### src/hw/rtl/dtcs_pkg.sv
// ----------------------------------------------------------------------------
// dtcs_pkg
// Shared constants, types and helpers for the dense to coordinate sparse unit.
// ----------------------------------------------------------------------------
`default_nettype none

package dtcs_pkg;

    // Sizing
    localparam int MAX_DIM     = 64;
    localparam int VALUE_BITS  = 32;
    localparam int STORE_DEPTH = MAX_DIM * MAX_DIM;
    localparam int ADDR_W      = (STORE_DEPTH > 1) ? $clog2(STORE_DEPTH) : 1;
    localparam int CNT_W       = $clog2(STORE_DEPTH + 1);
    localparam int CFG_W       = 7;
    localparam int IDX_W       = 1;
    localparam int OUT_W       = 32;

    // Register indexes on the configuration port
    localparam logic [IDX_W-1:0] REG_ROW_COUNT    = 1'b0;
    localparam logic [IDX_W-1:0] REG_COLUMN_COUNT = 1'b1;

    // Command codes
    localparam logic CMD_LOAD = 1'b0;
    localparam logic CMD_PULL = 1'b1;

    typedef enum logic [1:0] {
        KIND_NOT_READY  = 2'd0,
        KIND_HEADER     = 2'd1,
        KIND_TRIPLET    = 2'd2,
        KIND_NOT_SPARSE = 2'd3
    } dtcs_kind_t;

    typedef enum logic [1:0] {
        PH_LOAD       = 2'd0,
        PH_HEADER     = 2'd1,
        PH_TRIPLET    = 2'd2,
        PH_NOT_SPARSE = 2'd3
    } dtcs_phase_t;

    typedef enum logic [1:0] {
        ST_IDLE  = 2'd0,
        ST_FETCH = 2'd1,
        ST_CHECK = 2'd2
    } dtcs_state_t;

    // Effective matrix shape, handed from the register block to the control
    typedef struct packed {
        logic [CFG_W-1:0] rows;
        logic [CFG_W-1:0] cols;
        logic [CNT_W-1:0] total;
    } dtcs_dims_t;

    // Map an out-of-range dimension onto 1..MAX_DIM
    function automatic logic [CFG_W-1:0] clamp_dim(input logic [CFG_W-1:0] v);
        logic [CFG_W-1:0] r;
        if (v == '0)
            r = CFG_W'(1);
        else if (32'(v) > MAX_DIM)
            r = CFG_W'(MAX_DIM);
        else
            r = v;
        return r;
    endfunction

    // Keep the low VALUE_BITS of an input element (sign extended if wider)
    function automatic logic [VALUE_BITS-1:0] to_kept(input logic signed [OUT_W-1:0] v);
        logic signed [63:0] w;
        w = 64'(v);
        return w[VALUE_BITS-1:0];
    endfunction

    // Sign extend a kept element and take its low 32 bits for the result port
    function automatic logic [OUT_W-1:0] to_out(input logic [VALUE_BITS-1:0] v);
        logic signed [63:0] w;
        w = 64'(signed'(v));
        return w[OUT_W-1:0];
    endfunction

endpackage

`default_nettype wire

### src/hw/rtl/dtcs_cfg.sv
// ----------------------------------------------------------------------------
// dtcs_cfg
// Shape registers: hold row and column counts, clamp them, form element total.
// ----------------------------------------------------------------------------
`default_nettype none

module dtcs_cfg (
    input  wire logic                           clk,
    input  wire logic                           rst_n,
    input  wire logic                           cfg_write,
    input  wire logic [dtcs_pkg::IDX_W-1:0]     cfg_index,
    input  wire logic [dtcs_pkg::CFG_W-1:0]     cfg_data,
    output dtcs_pkg::dtcs_dims_t                dims,
    output logic                                cfg_hit
);

    logic [dtcs_pkg::CFG_W-1:0] row_count_reg;
    logic [dtcs_pkg::CFG_W-1:0] row_count_next;
    logic [dtcs_pkg::CFG_W-1:0] column_count_reg;
    logic [dtcs_pkg::CFG_W-1:0] column_count_next;
    logic [dtcs_pkg::CFG_W-1:0] rows_eff;
    logic [dtcs_pkg::CFG_W-1:0] cols_eff;

    always_comb
    begin
        row_count_next    = row_count_reg;
        column_count_next = column_count_reg;
        if (cfg_write)
        begin
            unique case (cfg_index)
                dtcs_pkg::REG_ROW_COUNT:    row_count_next    = cfg_data;
                dtcs_pkg::REG_COLUMN_COUNT: column_count_next = cfg_data;
                default: ;
            endcase
        end
    end

    always_ff @(posedge clk or negedge rst_n)
    begin
        if (!rst_n)
        begin
            row_count_reg    <= dtcs_pkg::CFG_W'(1);
            column_count_reg <= dtcs_pkg::CFG_W'(1);
        end
        else
        begin
            row_count_reg    <= row_count_next;
            column_count_reg <= column_count_next;
        end
    end

    assign rows_eff   = dtcs_pkg::clamp_dim(row_count_reg);
    assign cols_eff   = dtcs_pkg::clamp_dim(column_count_reg);
    assign dims.rows  = rows_eff;
    assign dims.cols  = cols_eff;
    assign dims.total = dtcs_pkg::CNT_W'(rows_eff) * dtcs_pkg::CNT_W'(cols_eff);
    // every write abandons the matrix in progress
    assign cfg_hit    = cfg_write;

endmodule

`default_nettype wire

### config.mk
export PLATFORM = sky130hd
export DESIGN_NAME = dtcs_cfg
export DESIGN_NICKNAME = d
export VERILOG_FILES = /design/src/hw/rtl/dtcs_pkg.sv /design/src/hw/rtl/dtcs_cfg.sv
export SDC_FILE = /design/constraint.sdc
export NUM_CORES = 1
export LEC_CHECK = 0
export ABC_AREA = 1
export BUFFER_PORTS_ARGS = -buffer_cell sky130_fd_sc_hd__buf_4
export CORE_ASPECT_RATIO = 0.7
export CORE_MARGIN = 1
export CORE_UTILIZATION = 43
export DETAILED_ROUTE_END_ITERATION = 7
export PLACE_DENSITY = 0.68
export SKIP_LAST_GASP = 1
export SYNTH_ARGS = -nofsm -noshare
export SYNTH_HDL_FRONTEND = slang
export SYNTH_SLANG_ARGS = --single-unit
### constraint.sdc
create_clock -name clk -period 4.8 [get_ports clk]
set_clock_uncertainty 0.1 [all_clocks]
set_input_delay 0.48 -clock clk [delete_from_list [all_inputs] [get_ports clk]]
set_output_delay 0.48 -clock clk [all_outputs]
set_load 0.01 [all_outputs]
==> reports/results.txt, run 1 <==
Status: finished, violations left
Failing checks: negative setup slack
WP buf/inv: 4
CP startpoint kind: register
Worst setup EP type: output pin
Dpl cell area: 2690 um2
Hold slack: 0.375 ns
Initial Utilization: 45.8%
Critical path type: register to output pin
DP HPWL: 4.59 mm
Setup ws final: -0.0975 ns
Clock root buffer: clkbuf_8
Initial antenna violation count: 0
Cell count of the worst hold path: 3
FF+latch count, synth: 14
DR iter-0 viols: 220
Clk sink count: 14
Worst Path Arrival: 4.32 ns
Post-synth top flop: dfrtp_1
Via count: 2172
WL/cell: 13.0 um
Lkg Pwr: 1.72 nW
RSZ-0062 raised after global routing: true
CP Cell Sequence: nor2_2 -> nand4_2 -> buf_6 -> a21oi_4 -> nand2_2 -> fa_1 -> fa_1 -> inv_2 -> fa_1 -> fa_1 -> ha_4 -> nand2_4 -> inv_2 -> nand2_2 -> nand2_2 -> a21oi_1 -> xnor2_1 -> buf_4
Post-synth top area cell: fa_1
DIE WIDTH: 88.2 um
Crit-path leading delay family: adder cells
Worst hold path endpoint: column_count_reg[0]
Most common cell type on the critical path: fa_1
Cell area after layout: 2970 um2
GRT overflow: 0
Final setup viols: 6
Ys async rst share: 100%
Syn_nets: 372
Critical-path maximum fanout: 4
Worst hold path class: input port to register
Max cap viols: 0
Number of flops mapped to enable cells by yosys: 0
Die Y: 62.4 um
Synthesis Warnings: 0
Final Hold Fails: 0
First-pass detailed-route iteration total: 5
Post-synthesis cell area: 2240 um2
# rows: 21
R2R Path Start: row_count_reg[4]
Final Util: 60.8%
Worst r2r path cells: 4
Crit-path slowest cell: fa_1
I/O pins: 39
CTS tree: built
Clk buf depth: 2
Max Slew Vio Count: 0
Die ar.: 5500 um2
Count leader, synth: nand2_1
Peak supply drop: 0.000114 V
Largest cells by area after synthesis: fa_1, ha_1, dfrtp_1
Data required, critical path: 4.22 ns
I/O Buffers: 38
Clk_lat worst skew: 0.25 ns
PwrDens: 272 nW/um2
First-pass GRT wire length: 9.83 mm
Largest net degree at the start of global routing: 15
Area share of the largest cell type after synthesis: 20.6%
Synth unique cells: 25
Ant. Diodes: 0
Vias in the first global route: 2173
Final GP Congestion: 0.859
ANT nets after route: 0
Post-DR vias/cell: 4.98
Sequential fraction of the synthesis area: 15.8%
Area Growth Syn to Fin: 32.8%
Layout Nets: 432
Cts bufs inserted: 3
Slew HR: 72.5%
Terminus of the critical flop-to-flop path: row_count_reg[4]
Syn avg cell area: 7.26 um2
Clock slew at reported path FFs: 0.06 ns
WL final: 5.65 mm
Synth top cells by count: nand2_1, inv_1, nor2_1
DRC Markers: 0
Period utilization: 102%
Share of cells above drive strength 1: 31.1%
Cells after synthesis: 308
Max incr delay on CP: 0.60 ns
Max Fclk: 204 MHz
Worst Min Path Start: cfg_data[0]
Post-layout min period: 4.90 ns
H-Tree Depth: 1
Core area: 4890 um2
Worst-Margin Slew: 0.412 ns
GRT Total Usage: 22.9%
Reg-to-reg setup timing slack: 3.77 ns
Fillers: 453
final cells by class:
type / count / area, um2 / share of cell area, %
clock buffers: 4 / 45.0 / 1.52
flip-flops and latches: 14 / 353 / 11.9
repair buffers: 62 / 479 / 16.1
multi-input cells: 228 / 1780 / 60.0
inverters: 59 / 224 / 7.54
well taps: 69 / 86.3 / 2.91
power breakdown:
| part | total, mW | switching (mW) | internal [mW] |
|---|---|---|---|
| logic | 0.560 | 0.304 | 0.256 |
| registers | 0.147 | 0.0127 | 0.135 |
| clock network | 0.101 | 0.0422 | 0.0588 |
| total | 0.809 | 0.359 | 0.450 |
metrics by stage:
step / power [mW] / std cells / TNS [ns] / worst slack [ns]
floorplan: 0.435 / 308 / 0 / 0.253
global placement: 0.601 / 425 / 0 / 0.136
detailed placement: 0.604 / 425 / 0 / 0.0477
CTS: 0.777 / 434 / -0.0558 / -0.0293
global route: 0.877 / 436 / -1.73 / -0.320
finish: 0.809 / 436 / -0.417 / -0.0975
timing repair:
| action | 4_1_cts | 5_1_grt |
|---|---|---|
| gates cloned | 0 | 0 |
| pin swaps | 12 | 16 |
| hold endpoints to repair | 12 | 0 |
| hold buffers | 1 | 0 |
| buffers inserted | 5 | 2 |
| resized for setup | 26 | 19 |
| endpoints found under the setup margin | 6 | 7 |
cell families after synthesis:
group	synth area share, %
compound gates	6.26
xor+xnor	2.35
fa+ha+maj	37.4
buf+inv	12.0
flops	15.8
simple gates	26.3
worst max-delay path by stage:
stage                   startpoint        to  cells past startpoint
2_1_floorplan  column_count_reg[6]   dims[7]                     15
5_1_grt           row_count_reg[1]  dims[12]                     21
4_1_cts           row_count_reg[2]  dims[12]                     21
6_report          row_count_reg[1]   dims[8]                     18
3_3_place_gp      row_count_reg[0]  dims[12]                     20
3_5_place_dp      row_count_reg[4]  dims[12]                     20
placed cells by master (no fill, tap or decap), types with 4 or more instances in the layout:
cell type,n
nand2_1,70
buf_4,58
inv_1,48
nor2_1,37
ha_1,24
fa_1,23
o21ai_0,14
dfrtp_1,12
inv_2,10
nand2_2,10
nand3_1,8
nor2_2,7
ha_4,5
nand4_1,4
nand3_2,4
worst min-delay path: stages:
cell and delay [ns]:
buf_4 0.11, inv_1 0.05, o21ai_0 0.07
metal layers:
layer	GRT usage, %	vias up	share of wire (%)
li1	-	1054	-
met1	36.5	1025	52
met2	33.4	87	41
met3	3.46	6	6.6
met4	2.02	0	0.64
met5	0	-	0
Note: power is estimated with default switching activity, not from simulation.
==> run 2, diff against run 1 <==
- CORE_UTILIZATION: 43 -> 57
- PLACE_DENSITY: 0.68 -> 0.85
==> run 2 against run 1 <==
  * Utilization rose by 21 points
  * The run still ends with negative setup slack left
  * Clock-buffer cell count fell by 1
  * Power increased by 3.5%
  * Non-clock buffer count increased by 2
  * Register-to-register slack improved by 0.05 ns
  * Combinational power rose by 4.8%
  * Final area down 0.46%
  * Clock power is essentially flat
  * Via count is 14% higher
==> reports/results.txt, run 2 (synthesized netlist as in run 1, its figures left out) <==
Max incr delay on CP: 0.60 ns
Dpl cells: 407
Crit-path slowest cell: fa_1
Setup ws final: -0.317 ns
Clock root buffer: clkbuf_8
Dpl cell area: 2670 um2
Clk_lat worst skew: 0.25 ns
Initial antenna violation count: 0
CTS tree: built
Most common cell type on the critical path: fa_1
DP Worst Slack: 0.0101 ns
Setup TNS Final: -1.05 ns
Hold slack: 0.368 ns
Clk sink count: 14
Routing usage on met2: 49.7%
Worst hold path class: input port to register
Cell area after layout: 2960 um2
Clock slew at reported path FFs: 0.06 ns
RSZ-0062 raised after global routing: true
WL/cell: 17.1 um
ANT nets after route: 0
Via count: 2478
Layout Nets: 434
Die ar.: 4180 um2
First-pass GRT wire length: 9.74 mm
Met3 Usage GRT: 5.50%
Fillers: 219
Status: finished, violations left
PwrDens: 283 nW/um2
Final setup viols: 6
Largest net degree at the start of global routing: 15
Share of cells above drive strength 1: 30.2%
H-Tree Depth: 1
WP buf/inv: 4
Slew HR: 71.5%
Peak supply drop: 0.000156 V
DR iter-0 viols: 283
Final GP Congestion: 0.932
I/O Buffers: 38
Cts bufs inserted: 3
Post-DR vias/cell: 5.93
Period utilization: 107%
Final Hold Fails: 0
CP Cell Sequence: nor2_2 -> nand4_4 -> nand2_4 -> nand2_2 -> inv_2 -> nand2_1 -> fa_1 -> fa_1 -> inv_1 -> fa_1 -> fa_1 -> ha_4 -> nand2_4 -> inv_2 -> nand2_1 -> nand2_1 -> a21oi_1 -> xnor2_1 -> buf_4
Ant. Diodes: 0
Total power: 0.837 mW
Max cap viols: 0
Busiest layer in global routing: met2
Die Y: 54.4 um
DRC Markers: 0
GRT overflow: 0
Critical path type: register to output pin
Worst setup EP type: output pin
Crit-path leading delay family: adder cells
Area Growth Syn to Fin: 32.2%
Critical-path maximum fanout: 4
WL final: 7.16 mm
First-pass detailed-route iteration total: 7
DP HPWL: 4.79 mm
Post-layout min period: 5.12 ns
Initial Utilization: 61.7%
Core area: 3630 um2
# rows: 18
Lkg Pwr: 1.74 nW
Most frequent cells in the layout: nand2_1, buf_4, inv_1
GRT Total Usage: 30.9%
Failing checks: negative setup slack
Final Util: 81.5%
Clk buf depth: 2
I/O pins: 39
DIE WIDTH: 76.9 um
M1 GR Usage: 43.6%
Data required, critical path: 4.22 ns
Most common cell after layout, fill and taps aside: nand2_1
Cell Count, Final, Fillers Out: 418
Vias in the first global route: 2085
CP startpoint kind: register
Worst Path Arrival: 4.54 ns
Max Fclk: 195 MHz
Worst-Margin Slew: 0.426 ns
Max Slew Vio Count: 0
-- run 2: cell types whose count changed in the layout (fill, tap and decap cells not counted), sizes merged --
cell,change
clkbuf,-1
buf,+2
-- run 2: final timing paths --
path	start	to	slack (ns)	cells past startpoint
max	row_count_reg[4]	dims[8]	-0.32	19
min	cfg_data[0]	row_count_reg[0]	0.37	3
max reg2reg	row_count_reg[3]	row_count_reg[3]	3.82	3
min reg2reg	row_count_reg[5]	row_count_reg[5]	0.40	2
max in group asynchronous	rst_n	column_count_reg[0]	3.81	2
min in group asynchronous	rst_n	row_count_reg[1]	0.55	2
-- run 2: worst register-to-register path: cells and delay by family, from the launching register on --
kind                   cells  cell delay, ns
DFF                        1            0.41
buffers and inverters      1            0.16
AOI/OAI and AO/OA          1            0.11
and+or+nand+nor            1            0.08
-- run 2: power by group --
group | switching, mW | total [mW] | internal (mW) | leakage, nW
Combinational | 0.330 | 0.587 | 0.257 | 1.55
Clock | 0.0455 | 0.101 | 0.0558 | 0.0216
Sequential | 0.0143 | 0.149 | 0.135 | 0.169
Total | 0.390 | 0.837 | 0.447 | 1.74
-- run 2: cell type report --
type                    instances  area, um2  share of cell area [%]
well taps                      50       62.6                    2.12
flip-flops and latches         14        353                    11.9
multi-input cells             228       1780                    60.3
inverters                      59        226                    7.66
clock buffers                   3       41.3                    1.40
repair buffers                 64        490                    16.6
-- run 2: metal layers --
metal	vias to the layer above	wire (um)	share of wire, %
li1	1062	-	-
met4	0	250	3.5
met2	209	3190	45
met1	1161	2890	40
met3	46	837	12
met5	-	0	0
-- run 2: timing repair --
| item | CTS | global route |
|---|---|---|
| gates resized for setup | 18 | 24 |
| hold buffers | 1 | 0 |
| hold endpoints to repair | 12 | 0 |
| endpoints found under the setup margin | 6 | 7 |
| setup buffers | 3 | 4 |
| pin swaps | 12 | 16 |
